--- src/rtl/urom_pkg.sv ---
// Shared types and constants for the banked program ROM mapper.
// Holds operation codes, command kinds, store widths and the front-to-back command.
// No dependencies.
package urom_pkg;

    // Field widths
    localparam int OP_W   = 3;
    localparam int ADDR_W = 16;
    localparam int LOAD_W = 17;
    localparam int DATA_W = 8;
    localparam int BANK_W = 4;

    // Store geometry
    localparam int PRG_AW  = 17;               // 128 KiB program store
    localparam int OFFS_W  = 14;               // 16 KiB bank
    localparam int BSEL_W  = PRG_AW - OFFS_W;  // bank bits that reach the store
    localparam int PAT_AW  = 13;               // 8 KiB pattern store
    localparam int NT_AW   = 11;               // 2 KiB name-table store
    localparam int TBL_AW  = 10;               // 1 KiB per name table

    // Operation codes
    localparam logic [OP_W-1:0] OP_CPU_RD = 3'd0;
    localparam logic [OP_W-1:0] OP_CPU_WR = 3'd1;
    localparam logic [OP_W-1:0] OP_PPU_RD = 3'd2;
    localparam logic [OP_W-1:0] OP_PPU_WR = 3'd3;
    localparam logic [OP_W-1:0] OP_LOAD   = 3'd4;

    // Address map
    localparam logic [ADDR_W-1:0] PPU_TABLE_BASE = 16'h2000;
    localparam logic [ADDR_W-1:0] PPU_TABLE_LAST = 16'h3EFF;
    localparam logic [BANK_W-1:0] BANK_MASK      = 4'hF;

    // What the back end does with one request
    typedef enum logic [2:0] {
        CMD_NONE,
        CMD_PRG_RD,
        CMD_PRG_WR,
        CMD_PAT_RD,
        CMD_PAT_WR,
        CMD_NT_RD,
        CMD_NT_WR
    } t_kind;

    typedef struct packed {
        t_kind               kind;
        logic [PRG_AW-1:0]   addr;
        logic [DATA_W-1:0]   data;
    } t_cmd;

endpackage

--- src/rtl/urom_fifo.sv ---
// Two-entry command queue between the decode front and the store back end.
// Depends on urom_pkg for the command type.
module urom_fifo (
    input  logic             i_clk,
    input  logic             i_rst_n,
    input  logic             i_push,
    input  urom_pkg::t_cmd   i_cmd,
    output logic             o_full,
    input  logic             i_pop,
    output logic             o_empty,
    output urom_pkg::t_cmd   o_cmd
);
    import urom_pkg::*;

    t_cmd       r_mem [2];
    logic       r_wr_ptr;
    logic       r_rd_ptr;
    logic [1:0] r_cnt;
    logic       do_push;
    logic       do_pop;

    assign o_full  = (r_cnt == 2'd2);
    assign o_empty = (r_cnt == 2'd0);
    assign o_cmd   = r_mem[r_rd_ptr];
    assign do_push = i_push && !o_full;
    assign do_pop  = i_pop && !o_empty;

    // Store an entry
    always_ff @(posedge i_clk) begin
        if (do_push) begin
            r_mem[r_wr_ptr] <= i_cmd;
        end
    end

    // Advance pointers and count
    always_ff @(posedge i_clk) begin
        if (!i_rst_n) begin
            r_wr_ptr <= 1'b0;
            r_rd_ptr <= 1'b0;
            r_cnt    <= '0;
        end else begin
            if (do_push) begin
                r_wr_ptr <= !r_wr_ptr;
            end
            if (do_pop) begin
                r_rd_ptr <= !r_rd_ptr;
            end
            if (do_push && !do_pop) begin
                r_cnt <= r_cnt + 2'd1;
            end else if (do_pop && !do_push) begin
                r_cnt <= r_cnt - 2'd1;
            end
        end
    end

endmodule

--- config.mk ---
export PLATFORM = sky130hd
export DESIGN_NAME = urom_fifo
export DESIGN_NICKNAME = d
export VERILOG_FILES = /design/src/rtl/urom_pkg.sv /design/src/rtl/urom_fifo.sv
export SDC_FILE = /design/constraint.sdc
export NUM_CORES = 1
export LEC_CHECK = 0
export BUFFER_PORTS_ARGS = -buffer_cell sky130_fd_sc_hd__buf_4
export CORE_MARGIN = 4
export CORE_UTILIZATION = 51
export DETAILED_ROUTE_END_ITERATION = 6
export PLACE_DENSITY = 0.82
export SLEW_MARGIN = 0
export SYNTH_ARGS = -nofsm -noshare
export SYNTH_HDL_FRONTEND = slang
export SYNTH_SLANG_ARGS = --single-unit
--- constraint.sdc ---
create_clock -name i_clk -period 3 [get_ports i_clk]
set_input_delay 0.15 -clock i_clk [delete_from_list [all_inputs] [get_ports i_clk]]
set_output_delay 0.15 -clock i_clk [all_outputs]
set_load 0.01 [all_outputs]
==> results by stage <==
Clocking:
- The number of buffers inserted for hold repair after clock tree synthesis is 13.
- For the worst-skew pair, the clock arrives at the later sink with an insertion delay of roughly 0.33 ns.
- Post-CTS repair changed the size of 0 cells.
- The H-tree generated during clock tree synthesis spans 3 levels.
- In this run the deepest clock path goes through 2 buffers.
- The clock tree root buffer cell is sky130_fd_sc_hd__clkbuf_8.
- The clock sink total is between 60 and 70.
- TritonCTS built the clock tree.
- The number of CTS-inserted buffers is 9.
- The setup fix buffers added after clock tree synthesis is 0.
- Clock-pin slew was measured on the worst setup and hold paths at ~0.06 ns.

Worst setup path:
- Data on the critical path is required at its endpoint by 2.85 ns.
- The cell family contributing the most delay on the critical path is flip-flops.
- The critical path runs through a total of 3 cells.
- The classification of the worst setup path is reg2out.
- The critical path contains buffers and inverters numbering 2 combined.
- The worst register-to-register path begins at r_cnt[0]$_SDFFE_PN0P_.
- Data on the critical path arrives at its endpoint at 1.79 ns.
- The largest stage delay on the critical path is around 0.56 ns.
- The maximum fanout along the worst path is 20.
- The worst reg2reg path depth is 4.
- On the critical path, the stage with the largest delay is an instance of sky130_fd_sc_hd__dfxtp_1.
- The worst setup path is launched from a flop.
- Following the worst setup path forward leads to its endpoint at o_cmd[19].
- Setup slack on the worst reg-to-reg path comes out at 1.13 ns.
- The signal on the critical path passes through buf_4 -> mux2_2 -> buf_4.
- The worst register-to-register path ends at r_mem[0][27]$_DFFE_PP_.
- Among the stages of the critical path, the cell type that occurs most often is sky130_fd_sc_hd__buf_4.
- The worst setup path is captured at an output port.

Die:
- The floorplan has 23 rows.
- The number of top-level pins is 62.
- The floorplan step set the die height to around 74 µm.
- The die boundary width is roughly 74 µm.
- For this configuration, the core starts out at a cell density of 54.3%.
- The region available for standard cell placement spans 0.00414 mm².
- The die covers between 0.005 and 0.006 mm².

Global route:
- The largest net degree at the start of global routing is 21.
- The via count of the first global-routing pass is 1,386.
- The total overflow reported by the global router is 0.
- The first global-routing pass estimated 6670 µm of wire.
- The initial antenna violation count is 0.
- The combined global-route utilization of all metal layers is 17.4%.

Detailed routing:
- The routed length per instance is between 15 and 20 µm.
- The total via count in the routed design is approximately 1,300.
- The remaining routing DRC violations is 0.
- The via count normalized by instance count is approximately 5.0.
- The detail route stage leaves a number of antenna-violating nets equal to 0.
- Wires add up to approximately 4500 µm.
- The total iterations of the first detailed-routing run is 4.
- In this run, the number of DRC markers left after iteration 0 of detailed routing was 82.

Finish:
- The final design utilization is 78.8%.
- Relative to the synthesized area, the layout overhead comes to 45.1%.
- After the last flow step, the layout net total stands at between 200 and 250.
- With fillers left out, the area of the finished cells amounts to ~0.0033 mm².
- The antenna diode count is 0.
- In the final layout, the share of cells above drive strength 1 is 49.3%.

Synthesis:
- The most common cell in the synthesized netlist is sky130_fd_sc_hd__edfxtp_1.
- In this run the cell area of the synthesized design comes to around 0.0023 mm².
- The cell type contributing the most total cell area after synthesis is sky130_fd_sc_hd__edfxtp_1.
- The prevailing post-synth register cell is sky130_fd_sc_hd__edfxtp_1.
- In the post-synthesis netlist, the biggest area contributors are sky130_fd_sc_hd__edfxtp_1 75%, sky130_fd_sc_hd__mux2_2 14%, sky130_fd_sc_hd__dfxtp_1 4.4%.
- The portion of the post-synthesis area used by sequential elements is approximately four fifths.
- The count of synthesis-stage warnings from yosys is 0.
- After synthesis, the share of flip-flops with an asynchronous set or reset is 0%.
- After technology mapping, the gate count stands at between 100 and 150.
- The share of the synthesized area in the top cell type is about three quarters.
- Sorting the synthesized cells by how often they occur yields 56 x sky130_fd_sc_hd__edfxtp_1, 28 x sky130_fd_sc_hd__mux2_2, 5 x sky130_fd_sc_hd__dfxtp_1.
- The total of flip-flops plus latches after synthesis is 61.
- Yosys mapped the design onto 21 distinct sky130hd cell types.
- The average footprint of a synthesized cell is roughly 20 µm².
- The net count after synthesis is ~150.
- The synthesized design contains 56 enable-type register cells.

Status:
- The flow ran to the end, and the final reports show no timing, DRC or antenna violations.

Placement:
- The final RePlAce weighted congestion is 0.714.
- The number of buffers added on ports is between 60 and 70.
- OpenSTA, run right after detailed placement, puts the worst setup slack at between 1 and 1.5 ns.
- In this run the cell area measured after placement is about 0.0028 mm².
- After legalization and detailed placement, the total HPWL measured about 2900 µm.

Flow run:
- The max capacitance violation total is 0.

Timing:
- Setup violations remaining at the end of the flow were counted as 0.
- The final count of pins violating max slew came to 0.
- After routing, the total negative slack on setup checks comes to 0 ns.
- Setup repair after global routing left no endpoint under its margin.
- The post-route clock period utilization is between 60% and 70%.
- The peak clock frequency supported by timing is between 500 and 600 MHz.
- The slew at the pin closest to its max-slew limit is 0.662 ns.
- The worst slew slack as a fraction of its limit is 55.7%.
- The clock arrives with between 0.009 and 0.01 ns of skew.
- The hold violation total from the final report came to 0.
- After layout, the worst setup slack is between 1 and 1.5 ns.
- The minimum clock period is 1.94 ns.

Power and ir drop:
- The power per standard cell area is between 800 and 900 mW/mm².
- The worst supply voltage drop on vdd is 0.000501 V.
- The cell leakage power is about 1.3 nW.

Min path:
- The min-delay analysis places its worst path in the category in2reg.
==> worst min-delay path by stage <==
stage               slack [ns]  depth (start not counted)      start                      to
detailed placement        0.34                          1  i_cmd[22]  r_mem[1][22]$_DFFE_PP_
finish                    0.06                          2    i_rst_n   r_wr_ptr$_SDFFE_PN0P_
global placement          0.34                          1  i_cmd[17]  r_mem[1][17]$_DFFE_PP_
CTS                     0.0001                          1  i_cmd[25]  r_mem[1][25]$_DFFE_PP_
global route              0.04                          2    i_rst_n   r_wr_ptr$_SDFFE_PN0P_
floorplan                 0.25                          0   i_cmd[0]   r_mem[0][0]$_DFFE_PP_
==> report_power, final <==
group | leakage, nW | internal, W | total (W) | switching, W
logic | 0.590 | 0.000401 | 0.000732 | 0.000330
clock network | 0.105 | 0.000459 | 0.000754 | 0.000294
registers | 0.564 | 0.00107 | 0.00113 | 0.0000571
==> registers in the layout, summed over array words and instances, names as in the netlist, named ones only <==
signal,cells
r_rd_ptr,1
r_cnt,2
r_wr_ptr,1
r_mem,56
==> per-stage QoR <==
step / power (W) / std cells / hold slack, ns
finish: 0.00262 / 267 / 0.0629
global route: 0.00274 / 267 / 0.0408
global placement: 0.00182 / 223 / 0.335
detailed placement: 0.00185 / 223 / 0.338
CTS: 0.00262 / 252 / 0.000112
floorplan: 0.00153 / 112 / 0.249
==> layer usage <==
metal | vias up | GRT usage [%] | part of all wire, %
li1 | 632 | - | -
met1 | 640 | 18.8 | 41
met2 | 43 | 29.8 | 51
met3 | 7 | 8.11 | 6.8
met4 | 0 | 6.52 | 1.2
met5 | - | 0 | 0
==> cell families after synthesis <==
group	count (synthesis)	share of synthesized area, %
AO/OA/AOI/OAI	5	1.45
buffers and inverters	5	1.22
XOR/XNOR	3	1.17
flip-flops	61	79.2
AND/OR/NAND/NOR	9	2.45
multiplexers	28	14.0
adder cells (fa/ha/maj)	1	0.556
==> final cells by class <==
class / count / area, µm²
well taps: 50 / 62.6
fillers: 239 / 878
inverters: 2 / 7.51
multi-input cells: 46 / 448
repair buffers: 92 / 761
flip-flops and latches: 61 / 1780
clock inverters: 6 / 77.6
clock buffers: 10 / 128
==> placed cells by master (no fill, tap or decap), drive strengths merged <==
cell type	Yosys	routed
a21boi	2	2
and2	3	3
and3	1	1
buf	3	64
bufinv	0	2
clkbuf	0	10
clkinv	0	4
dfxtp	5	5
dlygate4sd3	0	28
edfxtp	56	56
ha	1	1
inv	2	2
mux2	28	28
nand2b	1	1
nor2	2	2
nor3	1	1
o21a	1	1
o21ai	2	2
or3	1	1
xnor2	2	2
xor2	1	1
(Power assumes the default switching activity.)
