## src/rtl/urom_pkg.sv

```systemverilog
// Shared types and constants for the banked program ROM mapper.
// Holds operation codes, command kinds, store widths and the front-to-back command.
// No dependencies.
package urom_pkg;

    // Field widths
    localparam int OP_W   = 3;
    localparam int ADDR_W = 16;
    localparam int LOAD_W = 17;
    localparam int DATA_W = 8;
    localparam int BANK_W = 4;

    // Store geometry
    localparam int PRG_AW  = 17;               // 128 KiB program store
    localparam int OFFS_W  = 14;               // 16 KiB bank
    localparam int BSEL_W  = PRG_AW - OFFS_W;  // bank bits that reach the store
    localparam int PAT_AW  = 13;               // 8 KiB pattern store
    localparam int NT_AW   = 11;               // 2 KiB name-table store
    localparam int TBL_AW  = 10;               // 1 KiB per name table

    // Operation codes
    localparam logic [OP_W-1:0] OP_CPU_RD = 3'd0;
    localparam logic [OP_W-1:0] OP_CPU_WR = 3'd1;
    localparam logic [OP_W-1:0] OP_PPU_RD = 3'd2;
    localparam logic [OP_W-1:0] OP_PPU_WR = 3'd3;
    localparam logic [OP_W-1:0] OP_LOAD   = 3'd4;

    // Address map
    localparam logic [ADDR_W-1:0] PPU_TABLE_BASE = 16'h2000;
    localparam logic [ADDR_W-1:0] PPU_TABLE_LAST = 16'h3EFF;
    localparam logic [BANK_W-1:0] BANK_MASK      = 4'hF;

    // What the back end does with one request
    typedef enum logic [2:0] {
        CMD_NONE,
        CMD_PRG_RD,
        CMD_PRG_WR,
        CMD_PAT_RD,
        CMD_PAT_WR,
        CMD_NT_RD,
        CMD_NT_WR
    } t_kind;

    typedef struct packed {
        t_kind               kind;
        logic [PRG_AW-1:0]   addr;
        logic [DATA_W-1:0]   data;
    } t_cmd;

endpackage

```

## src/rtl/urom_front.sv

```systemverilog
// Front end: decodes each accepted request into a store command.
// Holds the bank register and the mirroring register. Depends on urom_pkg.
module urom_front #(
    parameter int PRG_BANKS = 8
) (
    input  logic                          i_clk,
    input  logic                          i_rst_n,
    input  logic                          i_accept,
    input  logic [urom_pkg::OP_W-1:0]     i_operation,
    input  logic [urom_pkg::ADDR_W-1:0]   i_address,
    input  logic [urom_pkg::LOAD_W-1:0]   i_load_index,
    input  logic [urom_pkg::DATA_W-1:0]   i_write_data,
    input  logic                          i_cfg_wr_en,
    input  logic                          i_cfg_wr_data,
    output urom_pkg::t_cmd                o_cmd,
    output logic                          o_cmd_valid
);
    import urom_pkg::*;

    localparam logic [BANK_W-1:0] LAST_BANK = BANK_W'(PRG_BANKS - 1);
    localparam logic [BANK_W:0]   NBANKS    = (BANK_W + 1)'(PRG_BANKS);

    logic [BANK_W-1:0] r_bank;
    logic [BANK_W-1:0] n_bank;
    logic              r_mirror_vertical;
    logic              tbl_sel;
    t_cmd              cmd;

    // Reduce a bank number modulo the bank count by repeated subtraction
    function automatic logic [BANK_W-1:0] bank_wrap(input logic [BANK_W-1:0] v);
        logic [BANK_W:0] r;
        r = {1'b0, v};
        for (int i = 0; i < 8; i++) begin
            if (r >= NBANKS) begin
                r = r - NBANKS;
            end
        end
        return r[BANK_W-1:0];
    endfunction

    // Pick the name table from the mirroring mode
    assign tbl_sel = r_mirror_vertical ? i_address[TBL_AW] : i_address[TBL_AW+1];

    // Classify the request
    always_comb begin
        cmd      = '0;
        cmd.kind = CMD_NONE;
        cmd.data = i_write_data;
        n_bank   = r_bank;
        case (i_operation)
            OP_CPU_RD: begin
                if (i_address[ADDR_W-1:ADDR_W-2] == 2'b10) begin
                    cmd.kind = CMD_PRG_RD;
                    cmd.addr = {r_bank[BSEL_W-1:0], i_address[OFFS_W-1:0]};
                end else if (i_address[ADDR_W-1:ADDR_W-2] == 2'b11) begin
                    cmd.kind = CMD_PRG_RD;
                    cmd.addr = {LAST_BANK[BSEL_W-1:0], i_address[OFFS_W-1:0]};
                end
            end
            OP_CPU_WR: begin
                n_bank = bank_wrap(i_write_data[BANK_W-1:0] & BANK_MASK);
            end
            OP_PPU_RD, OP_PPU_WR: begin
                if (i_address < PPU_TABLE_BASE) begin
                    cmd.kind = (i_operation == OP_PPU_RD) ? CMD_PAT_RD : CMD_PAT_WR;
                    cmd.addr = PRG_AW'(i_address[PAT_AW-1:0]);
                end else if (i_address <= PPU_TABLE_LAST) begin
                    cmd.kind = (i_operation == OP_PPU_RD) ? CMD_NT_RD : CMD_NT_WR;
                    cmd.addr = PRG_AW'({tbl_sel, i_address[TBL_AW-1:0]});
                end
            end
            OP_LOAD: begin
                cmd.kind = CMD_PRG_WR;
                cmd.addr = i_load_index;
            end
            default: begin
                cmd.kind = CMD_NONE;
            end
        endcase
    end

    assign o_cmd       = cmd;
    assign o_cmd_valid = i_accept;

    // Hold the bank and mirroring registers; the bank is stored already wrapped
    always_ff @(posedge i_clk) begin
        if (!i_rst_n) begin
            r_bank            <= '0;
            r_mirror_vertical <= 1'b0;
        end else begin
            if (i_accept) begin
                r_bank <= n_bank;
            end
            if (i_cfg_wr_en) begin
                r_mirror_vertical <= i_cfg_wr_data;
            end
        end
    end

endmodule

```

## config.mk

```make
export PLATFORM = sky130hd
export DESIGN_NAME = urom_front
export DESIGN_NICKNAME = d
export VERILOG_FILES = /design/src/rtl/urom_pkg.sv /design/src/rtl/urom_front.sv
export SDC_FILE = /design/constraint.sdc
export NUM_CORES = 1
export LEC_CHECK = 0
export ABC_AREA = 1
export BUFFER_PORTS_ARGS = -buffer_cell sky130_fd_sc_hd__buf_2
export CAP_MARGIN = 0
export CORE_ASPECT_RATIO = 1.1
export CORE_MARGIN = 3
export CORE_UTILIZATION = 30
export CTS_BUF_LIST = sky130_fd_sc_hd__clkbuf_4 sky130_fd_sc_hd__clkbuf_8
export DETAILED_ROUTE_END_ITERATION = 8
export HOLD_SLACK_MARGIN = 0.08
export PLACE_DENSITY = 0.83
export SETUP_SLACK_MARGIN = 0.02
export SLEW_MARGIN = 20
export SYNTH_ARGS = -nofsm -noshare
export SYNTH_HDL_FRONTEND = slang
export SYNTH_SLANG_ARGS = --single-unit
```

## constraint.sdc

```tcl
create_clock -name i_clk -period 0.8 [get_ports i_clk]
set_input_delay 0.08 -clock i_clk [delete_from_list [all_inputs] [get_ports i_clk]]
set_output_delay 0.08 -clock i_clk [all_outputs]
set_load 0.01 [all_outputs]
```

==> impl_metrics.tcl, run 1 <==
set metrics [dict create \
    status "finished, violations left" \
    violations "setup timing" \
    slew_headroom_pct 82.1 \
    gr-usage-all-layers_pct 19.5 \
    top_layer "met4" \
    seq_area_um2 85.1 \
    num_rows 16 \
    rsz0062_at_grt "yes" \
    first_global_vias 972 \
    synth_area_um2 626 \
    tightest_slew_ns 0.267 \
    antennaDiodeCount 0 \
    fin_ws_ns -0.255 \
    antenna_found_initial 0 \
    cap_violations 0 \
    placed_area_um2 978 \
    vias 1021 \
    cts_buffers 3 \
    wire_per_inst_um 12.6 \
    max_freq_mhz 948 \
    core_mm2 0.00188 \
    arrival_ns 0.97 \
    syn_nets 165 \
    cpMostUsedCell "nand2_1" \
    design_area_mm2 0.00134 \
    syn_avg_cell_area_um2 5.39 \
    syn_to_final_growth_pct 115 \
    drive_gt1_share_pct 65.1 \
    overflow 0 \
    postSynthCellCount 116 \
    die_w_um 49.5 \
    hp-class "input pin to register" \
    clk_pin_slew_ns 0.04 \
    path_cells "buf_8 > nor3_4 > buf_6 > nand2_1 > o21ai_1 > inv_1 > nand2_1 > buf_2" \
    synth-seq-cells 4 \
    max_stage_delay_ns 0.28 \
    r2r_slack_ns 0.17 \
    period_share_pct 132 \
    leakagePower_nw 0.765 \
    finClkSkew_ns 0 \
    final_nets 243 \
    antenna_left 0 \
    vdd_drop_max_v 0.000625 \
    met3_length_um 311 \
    cts_sinks 4 \
    cp_slowest_cell "nor3_4" \
    route.met2.wl_um 1390 \
    pin_count 78 \
    cts_tree "built" \
    place_ws_ns -0.264 \
    hold_viol_final 0 \
    clock_latency_ns 0.24 \
    dr.pass1.iters 4 \
    critPathMaxFanout 4 \
    critPathRequiredTime_ns 0.72 \
    utilization_pct 71.3 \
    fin_setup_tns_ns -3.35 \
    cellPowerDensity_mw_per_mm2 761 \
    htreeDepth 1 \
    setup_viol_count_final 20 \
    yosysWarnings 0 \
    synth-seq-area-share_pct 12.8 \
    gp_congestion 0.707 \
    port_buffers 67 \
    ys_types 18 \
    multi_input_area_um2 576 \
    grt_pass1_wl_um 4040 \
    viasPerCell 4.66 \
    met1Wirelength_um 964 \
    final_max_slew_viol_count 0 \
    detail_route.iter0.violations 9 \
    critPathKind "input pin to primary output" \
    grt_start_max_net_pins 8 \
    endpoint_kind "primary output" \
    fill_cells 167 \
    initial_utilization_pct 33.2 \
    drt_wl_total_um 2750 \
    cts_root_buf "clkbuf_4" \
    drc 0 \
    die_h_um 53.9 \
    hpwl_um 1660 \
    dieArea_mm2 0.00267 \
    fin_crit_ns 1.05 \
    startpoint_type "input pin" \
    clock_path_buffers 2 \
]
logic make-up after synthesis:
family          synth area share [%]
buf+inv                         20.6
flops                           12.8
compound gates                  12.8
simple gates                    53.8
routing by layer:
| metal | global-route usage [%] | vias up |
|---|---|---|
| met5 | 0 | - |
| met4 | 10.1 | 0 |
| met3 | 4.99 | 9 |
| met2 | 40.1 | 68 |
| met1 | 17.6 | 433 |
| li1 | - | 511 |
cell usage in the layout (no fill, tap or decap), drive strengths merged:
master and count:
a21oi 5, buf 79, clkbuf 3, dfxtp 4
dlygate4sd3 2, inv 13, nand2 57, nand3 5
nand3b 1, nor2 11, nor3 1, o21ai 11
worst max-delay path, delay by kind of cell:
family	cells	cell delay [ns]
buffers and inverters	4	0.44
AND/OR/NAND/NOR	3	0.37
AO/OA/AOI/OAI	1	0.07
worst paths after layout:
kind                                       start                              to  depth (start not counted)
hold / removal                           i_rst_n          r_bank[1]$_SDFFE_PN0P_                          3
setup reg to reg  r_mirror_vertical$_SDFFE_PN0P_  r_mirror_vertical$_SDFFE_PN0P_                          2
hold reg to reg           r_bank[0]$_SDFFE_PN0P_          r_bank[0]$_SDFFE_PN0P_                          2
setup / recovery                  i_operation[0]                       o_cmd[18]                          8
cell usage after synthesis, drive strengths merged:
| cell type | number | area (µm²) |
|---|---|---|
| nand2 | 56 | 244 |
| inv | 12 | 45.1 |
| nor2 | 11 | 43.8 |
| o21ai | 11 | 55.1 |
| buf | 10 | 78.8 |
| a21oi | 5 | 25.0 |
| dfxtp | 4 | 80.1 |
| nand3 | 4 | 25.0 |
| clkinv | 1 | 5.00 |
| nand3b | 1 | 7.51 |
| nor3 | 1 | 16.3 |
metrics by stage:
| step | total power [mW] | instances | hold WS [ns] |
|---|---|---|---|
| 3_3_place_gp | 0.589 | 208 | 0.160 |
| 3_5_place_dp | 0.591 | 208 | 0.160 |
| 5_1_grt | 1.09 | 219 | 0.119 |
| 6_report | 1.02 | 219 | 0.105 |
| 4_1_cts | 0.954 | 217 | 0.0990 |
| 2_1_floorplan | 0.416 | 116 | 0.173 |
registers in the layout, indices dropped and copies added, names as in the netlist:
register	flops
r_bank	3
r_mirror_vertical	1
where the power goes:
part / internal, mW / switching [mW]
Sequential: 0.211 / 0.00506
Clock: 0.168 / 0.0865
Combinational: 0.281 / 0.269
area by class of cell:
class / count / area share (%)
tap: 27 / 2.52
multi-input combinational: 91 / 42.9
timing repair buffer: 81 / 42.4
clock buffer: 3 / 1.68
inverter: 13 / 4.19
sequential: 4 / 6.34
timing repair:
action / CTS / global route
buffers inserted: 1 / 2
pin swaps: 22 / 10
endpoints found under the hold margin: 1 / 0
gates cloned: 3 / 0
gates resized for setup: 49 / 30
hold buffers: 2 / 0
endpoints found under the setup margin: 20 / 20
No activity file was read; power rests on OpenSTA's default activity.
==> run 2, diff against run 1 <==
CORE_UTILIZATION = 33   (was 30)
PLACE_DENSITY = 0.86   (was 0.83)
clock period = 1 ns   (was 0.8 ns; I/O delays follow)
==> impl_metrics.tcl, run 2 (synthesized netlist as in run 1, its figures left out) <==
set metrics [dict create \
    startpoint "i_operation[0]" \
    final_cell_mix "buf_2 (58), nand2_1 (30), nand2_2 (22)" \
    cts_sinks 4 \
    fin_ws_ns -0.112 \
    whs_path_depth 3 \
    period_share_pct 111 \
    status "finished, violations left" \
    utilization_pct 76.9 \
    layout_commonest_cell "buf_2" \
    vias 1032 \
    grt_pass1_wl_um 3850 \
    pin_count 78 \
    wire_per_inst_um 13.3 \
    grt_start_max_net_pins 8 \
    fin_crit_ns 1.11 \
    die_w_um 47.5 \
    cellPowerDensity_mw_per_mm2 623 \
    arrival_ns 1.01 \
    r2r-start "r_mirror_vertical$_SDFFE_PN0P_" \
    antenna_left 0 \
    final_max_slew_viol_count 0 \
    gp_congestion 0.719 \
    finClkSkew_ns 0 \
    clock_path_buffers 2 \
    first_global_vias 973 \
    endpoint_kind "primary output" \
    cts_buffers 3 \
    critPathMaxFanout 5 \
    met1_usage_pct 19.3 \
    leakagePower_nw 0.739 \
    antenna_found_initial 0 \
    port_buffers 67 \
    placed_area_um2 971 \
    regMostFlops "r_bank" \
    hold_ws_ns 0.0907 \
    clock_latency_ns 0.23 \
    dieArea_mm2 0.00245 \
    design_area_mm2 0.00128 \
    use_met2_pct 41.5 \
    grt_use_met3_pct 4.50 \
    rsz0062_at_grt "yes" \
    busiest_layer "met2" \
    syn_to_final_growth_pct 105 \
    antennaDiodeCount 0 \
    setup_viol_count_final 16 \
    core_mm2 0.00167 \
    clk_pin_slew_ns 0.04 \
    cts_tree "built" \
    largest_register_ffs 3 \
    max_freq_mhz 900 \
    tightest_slew_ns 0.216 \
    hp-class "input pin to register" \
    vdd_drop_max_v 0.000582 \
    gr-usage-all-layers_pct 21.2 \
    reg_top3 "r_bank: 3 flops, r_mirror_vertical: 1 flops" \
    final_nets 242 \
    hold_viol_final 0 \
    violations "setup timing" \
    initial_utilization_pct 37.5 \
    drive_gt1_share_pct 67.5 \
    num_rows 15 \
    drc 0 \
    die_h_um 51.7 \
    slew_headroom_pct 85.6 \
    power_uw 800 \
    reg2reg_depth 2 \
    drt_wl_total_um 2770 \
    cts_root_buf "clkbuf_4" \
    cap_violations 0 \
    critPathKind "input pin to primary output" \
    hpwl_um 1840 \
    viasPerCell 4.96 \
    detail_route.iter0.violations 14 \
    dr.pass1.iters 5 \
    critPathRequiredTime_ns 0.90 \
    worstHoldStart "i_cfg_wr_data" \
    overflow 0 \
    htreeDepth 1 \
    startpoint_type "input pin" \
]
==> run 2: metal layers <==
metal | up-vias | wire, µm
li1 | 503 | -
met1 | 452 | 863
met2 | 71 | 1450
met3 | 6 | 387
met4 | 0 | 68
met5 | - | 0
==> run 2: per-stage QoR <==
stage | std cells | setup WS [ns] | setup TNS (ns)
final | 208 | -0.112 | -0.806
after global routing | 208 | -0.168 | -1.77
after CTS | 208 | -0.0667 | -0.149
after detailed placement | 199 | -0.185 | -2.18
after global placement | 199 | -0.0931 | -1.20
after floorplan | 116 | 0.0941 | 0
==> run 2: path summary, 6_finish.rpt <==
kind,to,slack [ns]
worst max register to register,r_mirror_vertical$_SDFFE_PN0P_,0.32
worst max-delay path,o_cmd[18],-0.11
worst min-delay path,r_mirror_vertical$_SDFFE_PN0P_,0.09
worst min register to register,r_bank[2]$_SDFFE_PN0P_,0.44
==> run 2: worst max-delay path, stage by stage <==
cell and delay (ns):
buf_8 0.11, nor3_4 0.24, buf_4 0.18, nand2_1 0.06
o21ai_1 0.08, inv_1 0.06, nand2_1 0.06, buf_2 0.12
==> run 2: timing repair <==
item,CTS,global route
pin swaps,24,10
cloned,3,0
setup buffers,2,0
resized for setup,56,21
setup endpoints to repair,20,20
hold endpoints to repair,1,0
hold buffers,1,0
==> run 2: report_power, final <==
part	leakage, nW	switching (mW)	internal [mW]	total, mW
combinational	0.691	0.214	0.212	0.426
clock	0.0138	0.0669	0.134	0.201
sequential	0.0344	0.00404	0.169	0.173
total	0.739	0.285	0.515	0.800
==> run 2: layout make-up <==
class	count	area (µm²)
Fill cell	134	385
Tap cell	17	21.3
Multi-Input combinational cell	91	574
Inverter	13	56.3
Clock buffer	3	22.5
Sequential cell	4	85.1
Timing Repair Buffer	80	526
